===== config.mk =====
export PLATFORM = sky130hd
export DESIGN_NAME = fragment_reassembly_tracker
export DESIGN_NICKNAME = d
export VERILOG_FILES = /design/src/hdl/frt_pkg.sv /design/src/hdl/fragment_reassembly_tracker.sv /design/src/hdl/frt_slot_table.sv
export SDC_FILE = /design/constraint.sdc
export NUM_CORES = 1
export LEC_CHECK = 0
export BUFFER_PORTS_ARGS = -buffer_cell sky130_fd_sc_hd__buf_4
export CAP_MARGIN = 20
export CORE_ASPECT_RATIO = 0.5
export CORE_MARGIN = 3
export CORE_UTILIZATION = 55
export CTS_BUF_LIST = sky130_fd_sc_hd__clkbuf_2 sky130_fd_sc_hd__clkbuf_4 sky130_fd_sc_hd__clkbuf_8
export DETAILED_ROUTE_END_ITERATION = 10
export GPL_TIMING_DRIVEN = 0
export PLACE_DENSITY = 0.85
export SLEW_MARGIN = 20
export SYNTH_ARGS = -nofsm -noshare
export SYNTH_HDL_FRONTEND = slang
export SYNTH_SLANG_ARGS = --single-unit

===== constraint.sdc =====
create_clock -name i_clk -period 10.3 [get_ports i_clk]
set_input_delay 0.515 -clock i_clk [delete_from_list [all_inputs] [get_ports i_clk]]
set_output_delay 0.515 -clock i_clk [all_outputs]
set_load 0.05 [all_outputs]

===== src/hdl/frt_pkg.sv =====
// shared types, status codes and helpers for the fragment reassembly tracker
package frt_pkg;

    localparam logic [10:0] LEN_MAX = 11'h7ff;

    typedef enum logic [2:0] {
        ST_DUP       = 3'd0,
        ST_UNFRAG    = 3'd1,
        ST_ACCEPT    = 3'd2,
        ST_NOSLOT    = 3'd3,
        ST_MALFORMED = 3'd4,
        ST_TICK      = 3'd5
    } t_status;

    typedef struct packed {
        logic [15:0] source;
        logic [7:0]  seq_num;
        logic [6:0]  total;
        logic [10:0] byte_count;
        logic [15:0] age;
    } t_slot_meta;

    typedef struct packed {
        t_status     status;
        logic [1:0]  slot;
        logic [15:0] write_offset;
        logic [10:0] write_len;
        logic        complete;
        logic [10:0] complete_len;
        logic [3:0]  expired_mask;
    } t_result;

    function automatic logic [3:0] popcount8(input logic [7:0] v);
        logic [3:0] n;
        n = '0;
        for (int i = 0; i < 8; i++) begin
            n = n + {3'b000, v[i]};
        end
        return n;
    endfunction

endpackage


===== src/hdl/fragment_reassembly_tracker.sv =====
// top level: header classification and slot sequencer of the fragment reassembly tracker
// o_valid rises when S_DONE hands the result over: empty, unfragmented and malformed headers go
// there straight from idle, ticks after the scan (one slot aged per cycle through a shared incrementer)
// and other fragments after scan, decide, update and 8-bit popcounts; duplicates and no-slot after decide
// ready only when idle, so the next transfer can come at the earliest in the cycle in which o_valid rises
// a result held in the output register stalls the sequencer only at its last step
// reset (synchronous, active low) frees every slot and sets max_age to 128
module fragment_reassembly_tracker
    import frt_pkg::*;
#(
    parameter int SLOTS      = 4,
    parameter int ORDER_BITS = 32
) (
    input  logic        i_clk,
    input  logic        i_rst_n,
    input  logic        i_cfg_we,
    input  logic [15:0] i_cfg_data,
    input  logic        i_valid,
    output logic        o_ready,
    input  logic        i_cmd,
    input  logic [15:0] i_src_addr,
    input  logic [7:0]  i_type_byte,
    input  logic [7:0]  i_frag_seq,
    input  logic [15:0] i_frag_offset,
    input  logic [10:0] i_packet_len,
    output logic        o_valid,
    input  logic        i_ready,
    output logic [2:0]  o_status,
    output logic [1:0]  o_slot,
    output logic [15:0] o_write_offset,
    output logic [10:0] o_write_len,
    output logic        o_complete,
    output logic [10:0] o_complete_len,
    output logic [3:0]  o_expired_mask
);

    localparam int SW     = (SLOTS > 1) ? $clog2(SLOTS) : 1;
    localparam int OW     = $clog2(ORDER_BITS);
    localparam int CHUNKS = (ORDER_BITS + 7) / 8;
    localparam int CW     = (CHUNKS > 1) ? $clog2(CHUNKS) : 1;

    typedef enum logic [2:0] {
        S_IDLE,
        S_SCAN,
        S_DECIDE,
        S_UPDATE,
        S_COUNT,
        S_DONE
    } t_state;

    t_state                r_state;
    logic [15:0]           r_max_age;
    logic                  r_cmd;
    logic [15:0]           r_src;
    logic [7:0]            r_tb;
    logic [7:0]            r_seq;
    logic [15:0]           r_off;
    logic [10:0]           r_plen;
    logic [SW-1:0]         r_idx;
    logic                  r_found;
    logic [SW-1:0]         r_hit;
    logic                  r_free_found;
    logic [SW-1:0]         r_free;
    logic [SW-1:0]         r_target;
    logic                  r_restart;
    logic [SLOTS-1:0]      r_mask;
    logic [ORDER_BITS-1:0] r_bits;
    logic [6:0]            r_total;
    logic [10:0]           r_bc;
    logic [6:0]            r_cnt;
    logic [CW-1:0]         r_chunk;
    t_result               r_res;
    t_result               r_out;
    logic                  r_out_valid;

    logic [SW-1:0]         rd_idx;
    t_slot_meta            rd_meta;
    logic [ORDER_BITS-1:0] rd_bitmap;
    logic                  wr_en;
    t_slot_meta            wr_meta;
    logic [ORDER_BITS-1:0] wr_bitmap;

    logic [5:0]            in_order;
    logic [5:0]            order;
    logic [OW-1:0]         ord_idx;
    logic [ORDER_BITS-1:0] ord_bit;
    logic                  occupied;
    logic [15:0]           age_inc;
    logic                  expire;
    logic [SLOTS-1:0]      n_mask;
    logic [ORDER_BITS-1:0] new_bitmap;
    logic [6:0]            new_total;
    logic [11:0]           bc_sum;
    logic [10:0]           new_bc;
    logic [10:0]           payload;
    logic [6:0]            n_cnt;
    logic                  scan_last;
    logic                  chunk_last;
    logic                  done_hit;
    t_result               hdr_res;
    logic                  hdr_quick;

    frt_slot_table #(
        .SLOTS      (SLOTS),
        .ORDER_BITS (ORDER_BITS)
    ) u_table (
        .i_clk       (i_clk),
        .i_rst_n     (i_rst_n),
        .i_rd_idx    (rd_idx),
        .o_rd_meta   (rd_meta),
        .o_rd_bitmap (rd_bitmap),
        .i_wr_en     (wr_en),
        .i_wr_idx    (rd_idx),
        .i_wr_meta   (wr_meta),
        .i_wr_bitmap (wr_bitmap)
    );

    assign in_order   = i_type_byte[6:1];
    assign order      = r_tb[6:1];
    assign ord_idx    = order[OW-1:0];
    assign ord_bit    = ORDER_BITS'(1) << ord_idx;
    assign occupied   = (rd_meta.byte_count != '0);
    assign age_inc    = (rd_meta.age == 16'hffff) ? rd_meta.age : rd_meta.age + 16'd1;
    assign expire     = (age_inc >= r_max_age);
    assign n_mask     = r_mask | ((r_cmd && occupied && expire) ? SLOTS'(1) << r_idx : '0);
    assign scan_last  = (r_idx == SW'(SLOTS - 1));
    assign chunk_last = (r_chunk == CW'(CHUNKS - 1));
    assign payload    = r_plen - 11'd4;

    assign new_bitmap = (r_restart ? '0 : rd_bitmap) | ord_bit;
    assign new_total  = r_tb[0] ? (r_restart ? 7'd0 : rd_meta.total) : {1'b0, order} + 7'd1;
    assign bc_sum     = {1'b0, (r_restart ? 11'd0 : rd_meta.byte_count)} + {1'b0, payload};
    assign new_bc     = bc_sum[11] ? LEN_MAX : bc_sum[10:0];
    assign n_cnt      = r_cnt + 7'(popcount8(r_bits[7:0]));
    assign done_hit   = (r_total != '0) && (n_cnt == r_total);

    // headers that finish without touching the slot table
    always_comb begin
        hdr_res   = '0;
        hdr_quick = 1'b0;
        if (!i_cmd) begin
            if (i_packet_len == '0) begin
                hdr_res.status = ST_DUP;
                hdr_quick      = 1'b1;
            end else if (i_type_byte[7:6] == 2'b00) begin
                hdr_res.status    = ST_UNFRAG;
                hdr_res.write_len = i_packet_len - 11'd1;
                hdr_quick         = 1'b1;
            end else if (i_packet_len < 11'd4 || {1'b0, in_order} >= 7'(ORDER_BITS)) begin
                hdr_res.status = ST_MALFORMED;
                hdr_quick      = 1'b1;
            end
        end
    end

    always_comb begin
        unique case (r_state)
            S_SCAN:   rd_idx = r_idx;
            S_DECIDE: rd_idx = r_found ? r_hit : r_free;
            default:  rd_idx = r_target;
        endcase
    end

    always_comb begin
        wr_en     = 1'b0;
        wr_meta   = rd_meta;
        wr_bitmap = rd_bitmap;
        unique case (r_state)
            S_SCAN: begin
                if (r_cmd && occupied) begin
                    wr_en = 1'b1;
                    if (expire) begin
                        wr_meta.byte_count = '0;
                    end else begin
                        wr_meta.age = age_inc;
                    end
                end
            end
            S_UPDATE: begin
                wr_en              = 1'b1;
                wr_meta.source     = r_src;
                wr_meta.seq_num    = r_seq;
                wr_meta.total      = new_total;
                wr_meta.byte_count = new_bc;
                wr_meta.age        = r_restart ? 16'd0 : rd_meta.age;
                wr_bitmap          = new_bitmap;
            end
            S_COUNT: begin
                if (chunk_last && done_hit) begin
                    wr_en              = 1'b1;
                    wr_meta.byte_count = '0;
                end
            end
            default: begin
                wr_en = 1'b0;
            end
        endcase
    end

    always_ff @(posedge i_clk) begin
        if (!i_rst_n) begin
            r_state     <= S_IDLE;
            r_out_valid <= 1'b0;
            r_max_age   <= 16'd128;
        end else begin
            if (i_cfg_we) begin
                r_max_age <= i_cfg_data;
            end
            if (r_out_valid && i_ready && r_state != S_DONE) begin
                r_out_valid <= 1'b0;
            end
            unique case (r_state)
                S_IDLE: begin
                    if (i_valid) begin
                        r_cmd        <= i_cmd;
                        r_src        <= i_src_addr;
                        r_tb         <= i_type_byte;
                        r_seq        <= i_frag_seq;
                        r_off        <= i_frag_offset;
                        r_plen       <= i_packet_len;
                        r_idx        <= '0;
                        r_found      <= 1'b0;
                        r_free_found <= 1'b0;
                        r_mask       <= '0;
                        r_res        <= hdr_res;
                        r_state      <= hdr_quick ? S_DONE : S_SCAN;
                    end
                end
                S_SCAN: begin
                    r_idx  <= r_idx + SW'(1);
                    r_mask <= n_mask;
                    if (!r_cmd) begin
                        if (occupied && rd_meta.source == r_src && !r_found) begin
                            r_found <= 1'b1;
                            r_hit   <= r_idx;
                        end
                        if (!occupied && !r_free_found) begin
                            r_free_found <= 1'b1;
                            r_free       <= r_idx;
                        end
                    end
                    if (scan_last) begin
                        if (r_cmd) begin
                            r_res.status       <= ST_TICK;
                            r_res.expired_mask <= 4'(n_mask);
                            r_state            <= S_DONE;
                        end else begin
                            r_state <= S_DECIDE;
                        end
                    end
                end
                S_DECIDE: begin
                    r_target <= rd_idx;
                    if (r_found) begin
                        if (rd_meta.seq_num == r_seq) begin
                            r_restart <= 1'b0;
                            if (rd_bitmap[ord_idx]) begin
                                r_res.status <= ST_DUP;
                                r_state      <= S_DONE;
                            end else begin
                                r_state <= S_UPDATE;
                            end
                        end else begin
                            r_restart <= 1'b1;
                            r_state   <= S_UPDATE;
                        end
                    end else if (!r_free_found) begin
                        r_res.status <= ST_NOSLOT;
                        r_state      <= S_DONE;
                    end else begin
                        r_restart <= 1'b1;
                        r_state   <= S_UPDATE;
                    end
                end
                S_UPDATE: begin
                    r_bits  <= new_bitmap;
                    r_total <= new_total;
                    r_bc    <= new_bc;
                    r_cnt   <= '0;
                    r_chunk <= '0;
                    r_state <= S_COUNT;
                end
                S_COUNT: begin
                    r_cnt   <= n_cnt;
                    r_bits  <= r_bits >> 8;
                    r_chunk <= r_chunk + CW'(1);
                    if (chunk_last) begin
                        r_res.status       <= ST_ACCEPT;
                        r_res.slot         <= 2'(r_target);
                        r_res.write_offset <= r_off;
                        r_res.write_len    <= payload;
                        r_res.complete     <= done_hit;
                        r_res.complete_len <= done_hit ? r_bc : 11'd0;
                        r_state            <= S_DONE;
                    end
                end
                S_DONE: begin
                    if (!r_out_valid || i_ready) begin
                        r_out       <= r_res;
                        r_out_valid <= 1'b1;
                        r_state     <= S_IDLE;
                    end
                end
                default: begin
                    r_state <= S_IDLE;
                end
            endcase
        end
    end

    assign o_ready        = (r_state == S_IDLE);
    assign o_valid        = r_out_valid;
    assign o_status       = r_out.status;
    assign o_slot         = r_out.slot;
    assign o_write_offset = r_out.write_offset;
    assign o_write_len    = r_out.write_len;
    assign o_complete     = r_out.complete;
    assign o_complete_len = r_out.complete_len;
    assign o_expired_mask = r_out.expired_mask;

    a_busy_after_transfer: assert property (@(posedge i_clk) disable iff (!i_rst_n)
        (i_valid && o_ready) |=> !o_ready)
        else $error("input ready while an item is in work");

    a_complete_only_accept: assert property (@(posedge i_clk) disable iff (!i_rst_n)
        (o_valid && o_complete) |-> (o_status == ST_ACCEPT))
        else $error("completion flagged on a non-accepted header");

    a_mask_only_tick: assert property (@(posedge i_clk) disable iff (!i_rst_n)
        (o_valid && o_expired_mask != 4'd0) |-> (o_status == ST_TICK))
        else $error("expired mask outside a tick result");

    a_slot_only_accept: assert property (@(posedge i_clk) disable iff (!i_rst_n)
        (o_valid && o_status != ST_ACCEPT) |-> (o_slot == 2'd0 && o_write_offset == 16'd0))
        else $error("slot fields set on a non-accepted result");

endmodule


===== src/hdl/frt_slot_table.sv =====
// slot table: per-slot metadata and order bitmap, one read and one write port
module frt_slot_table
    import frt_pkg::*;
#(
    parameter int SLOTS      = 4,
    parameter int ORDER_BITS = 32,
    localparam int SW        = (SLOTS > 1) ? $clog2(SLOTS) : 1
) (
    input  logic                  i_clk,
    input  logic                  i_rst_n,
    input  logic [SW-1:0]         i_rd_idx,
    output t_slot_meta            o_rd_meta,
    output logic [ORDER_BITS-1:0] o_rd_bitmap,
    input  logic                  i_wr_en,
    input  logic [SW-1:0]         i_wr_idx,
    input  t_slot_meta            i_wr_meta,
    input  logic [ORDER_BITS-1:0] i_wr_bitmap
);

    t_slot_meta            r_meta   [SLOTS];
    logic [ORDER_BITS-1:0] r_bitmap [SLOTS];

    always_ff @(posedge i_clk) begin
        if (!i_rst_n) begin
            for (int i = 0; i < SLOTS; i++) begin
                r_meta[i].byte_count <= '0;
            end
        end else if (i_wr_en) begin
            r_meta[i_wr_idx]   <= i_wr_meta;
            r_bitmap[i_wr_idx] <= i_wr_bitmap;
        end
    end

    assign o_rd_meta   = r_meta[i_rd_idx];
    assign o_rd_bitmap = r_bitmap[i_rd_idx];

endmodule

==> results.md <==
- Required @ worst endpoint: 10750 ps
- Logic pwr share: 0.362
- HPWL Detailed: 47.5 mm
- Final nets: 2256
- Peak supply drop: 0.111 mV
- Crit path arrival time: 8170 ps
- Gr ovfl total: 0
- Largest family of logic cells by synthesized area: simple AND/OR/NAND/NOR gates
- Area of the multi-input gates: 0.00859 mm2
- Adder-cell area share of the yosys netlist: 0.0259
- Largest net degree at the start of global routing: 49
- Clock root buffer: clkbuf_8
- Vias in the first global route: 18100
- Filler cell count: 3258
- CTS resizes: 0
- Highest Signal Layer: met4
- TritonCTS clock tree: done
- DRC violations left: 0
- Setup slack after layout: 2580 ps
- Met3 WL: 8.65 mm
- Relative slew slack: 0.225
- Net Count, Synth: 1985
- Number of H-tree levels: 3
- Post-synthesis mux area share: 0.0915
- Chip width: 321 um
- Drt wl/cell: 24.5 um
- Area Overhead vs Synth: 15.6%
- ANT nets after route: 0
- Antenna violations before repair: 1
- Skew final: 34.0 ps
- Status: finished clean
- IO buf count: 129
- Sequential share of the synthesized area: 0.662
- I/O pin total: 131
- M1 WL: 25.9 mm
- Prevailing post-synth register cell: edfxtp_1
- Worst Tran Pin Value: 1150 ps
- Core ar.: 0.0488 mm2
- Power share of the clock group: 0.241
- RSZ-0062 raised after global routing: false
- DR pass1 iterations: 7
- First-pass GRT wire length: 105 mm
- Final hold violation count: 0
- Compound-gate portion of the synthesized area: 0.0756
- Vias: 18100
- Seq pwr share: 0.397
- FF/Latch Area: 0.0181 mm2
- Slew Limit Fails: 0
- Max clock buf depth: 3
- Post-synth EDFFs: 589
- Switch share: 0.354
- NetSw: 2.90 mW
- Distinct cell type count after synthesis: 95
- Routability cong.: 0.969
- Synth Warn #: 0
- Final Setup Violations: 0
- XOR/XNOR Fraction of Synth Area: 0.0237
- Mapped Cells: 1851
- Critical path type: flip-flop to flip-flop
- Gr usage total: 0.264
- Initial core utilization: 0.560
- Share of cells above drive strength 1: 0.215
- Finished Cell Area: 0.0316 mm2
- Vias per cell: 6.38
- Crit share post-route: 0.750
- Met2 routed wirelength: 32.0 mm
- Clk Latency, worst-skew pair: 680 ps
- Crit start category: flip-flop
- Die Height: 164 um
- Async S/R FF share, synth: 0
- Pint: 5.28 mW
- CP Max Fanout: 10
- Dpl ws: 2810 ps
- WHS: 24.5 ps
- Min Tclk post-route: 7720 ps
- # rows: 57
- Max Cap Violations: 0
- Synth Area in Simple Gates: 0.0950
- DRT iter0 DRCs: 2339
- Cell Area, Synth: 0.0273 mm2
- CTS sink count: 609
- Placed instance area: 0.0295 mm2
- Total CTS buffers: 86
- Syn_area_per_cell: 14.8 um2
- Clock Pin Slew Worst Setup and Hold Paths: 70 ps
- Routed WL: 69.5 mm
- Die area: 0.0526 mm2
- Leak: 11.2 nW
- F_max: 130 MHz
- Diode count: 0
- Postcts setup bufs: 0
- Pwr Total: 8.18 mW
- Min-delay worst type: primary input to flip-flop
- Pwr/cell area: 259 mW/mm2
- Yosys reg bits: 609
- CP endpoint kind: flip-flop
## metal layers
metal  global-route usage  vias up
met3               0.0677      241
met4                0.114        0
met2                0.414     1336
met1                0.355     8841
li1                     -     7706
met5              0.00185        -
## registers in the layout, indices dropped and copies added (netlist names), 16 cells and up
| name | count |
|---|---|
| u_table.r_meta | 232 |
| u_table.r_bitmap | 128 |
| r_res | 48 |
| r_bits | 32 |
| o_write_offset | 16 |
| r_max_age | 16 |
| r_off | 16 |
| r_src | 16 |
## timing repair
action | 4_1_cts | 5_1_grt
hold buffers | 26 | 2
endpoints found under the setup margin | 0 | 0
endpoints found under the hold margin | 26 | 2
## power groups by stage
stage	combinational, mW	clock, mW	sequential [mW]
finish	2.96	1.98	3.24
detailed placement	2.85	0	3.29
global placement	2.71	0	3.30
CTS	2.88	1.99	3.24
floorplan	1.96	0	3.30
global route	3.14	2.11	3.26
## worst paths after layout
| path | slack (ps) | endpoint | startpoint | depth (start not counted) |
|---|---|---|---|---|
| hold reg to reg | 420 | o_write_offset[6]$_DFFE_PP_ | r_res[33]$_SDFFCE_PN0P_ | 0 |
| setup reg to reg | 2580 | u_table.r_meta[0][15]$_DFFE_PP_ | r_found$_DFFE_PP_ | 27 |
| setup / recovery | 2580 | u_table.r_meta[0][15]$_DFFE_PP_ | r_found$_DFFE_PP_ | 27 |
| hold / removal | 20 | r_tb[5]$_DFFE_PP_ | i_type_byte[5] | 1 |
## worst max-delay path, cell delays in order (launching register included)
cell and delay (ps):
edfxtp_1 310, buf_2 310, mux2i_1 180, a2bb2oi_2 360, nand2_4 200, inv_2 160, buf_6 190, buf_4 240
buf_2 360, mux4_2 340, ha_1 160, clkbuf_1 370, inv_1 220, or3_4 470, or2_2 280, clkbuf_1 190
xnor2_1 310, ha_1 280, nand2b_1 140, a21o_1 170, a21oi_1 130, o21ai_0 130, a41o_1 300, nand2b_1 330
nor3_2 520, buf_2 340, o21ai_0 130, a21oi_1 350
## cell usage in the layout (no fill, tap or decap), types with 12 or more instances in the layout
master / netlist / routed
buf_6: 8 / 17
xor2_1: 23 / 23
nand2b_1: 16 / 16
buf_2: 20 / 20
nor2b_1: 33 / 33
nand2_1: 158 / 158
dfxtp_1: 20 / 20
inv_1: 55 / 50
clkbuf_4: 0 / 22
nand4_1: 12 / 12
clkbuf_8: 0 / 92
xnor2_1: 43 / 43
nor3_1: 32 / 29
o21ai_0: 59 / 59
dlygate4sd3_1: 0 / 28
and3_1: 27 / 26
nor4_1: 21 / 21
nor2_1: 143 / 142
a21oi_1: 77 / 77
buf_4: 8 / 147
ha_1: 47 / 47
and2_1: 30 / 30
a221oi_1: 20 / 20
clkinv_1: 5 / 24
nand3_1: 24 / 24
clkbuf_1: 51 / 50
mux2i_1: 45 / 45
edfxtp_1: 589 / 589
mux4_2: 85 / 85
## metrics by stage
stage,util,setup TNS [ps],cells
final,0.648,0,2840
after global routing,0.648,0,2840
after CTS,0.647,0,2838
after detailed placement,0.605,0,2655
after global placement,0.597,-35720,2629
after floorplan,-,0,1851
## Yosys cell counts (all sizes together), types with 4 or more instances
library cell | n | area (um2)
a21oi | 78 | 394
a21o | 9 | 67.6
a31oi | 8 | 50.1
a22o | 7 | 61.3
and3 | 27 | 169
o22ai | 7 | 50.1
o31ai | 7 | 52.6
a211oi | 6 | 50.1
nor4 | 21 | 131
nor2 | 144 | 543
mux4 | 88 | 1990
a32o | 8 | 80.1
inv | 59 | 226
or4 | 7 | 52.6
buf | 41 | 285
dfxtp | 20 | 400
ha | 47 | 588
o21a | 9 | 67.6
mux2 | 5 | 56.3
edfxtp | 589 | 17700
a221oi | 30 | 325
nor3b | 5 | 42.5
or3 | 8 | 55.1
o211ai | 11 | 101
nand2 | 159 | 604
nand2b | 16 | 100
o41ai | 4 | 35.0
mux2i | 45 | 450
clkbuf | 51 | 191
nand4 | 12 | 75.1
a2111oi | 4 | 47.6
xnor2 | 43 | 377
nand3 | 24 | 120
nor3 | 33 | 170
a32oi | 10 | 87.6
clkinv | 5 | 18.8
xor2 | 23 | 201
fa | 6 | 120
nor2b | 33 | 206
o21ai | 59 | 295
and2 | 32 | 203
## layout make-up
| type | instances | area share |
|---|---|---|
| clock buffer | 114 | 0.0453 |
| buffer | 92 | 0.0151 |
| tap | 649 | 0.0257 |
| clock inverter | 43 | 0.0111 |
| inverter | 64 | 0.00800 |
| sequential | 609 | 0.572 |
| timing repair buffer | 183 | 0.0505 |
| multi-input combinational | 1086 | 0.272 |
## kinds of logic (layout without fill, tap and decap cells)
kind of cell    Yosys count  in the layout
compound gates          291            291
xor+xnor                 69             69
fa+ha+maj                53             53
buf+inv                 156            496
flops                   609            609
mux                     138            138
simple gates            535            535
No activity file was read; power rests on OpenSTA's default activity.
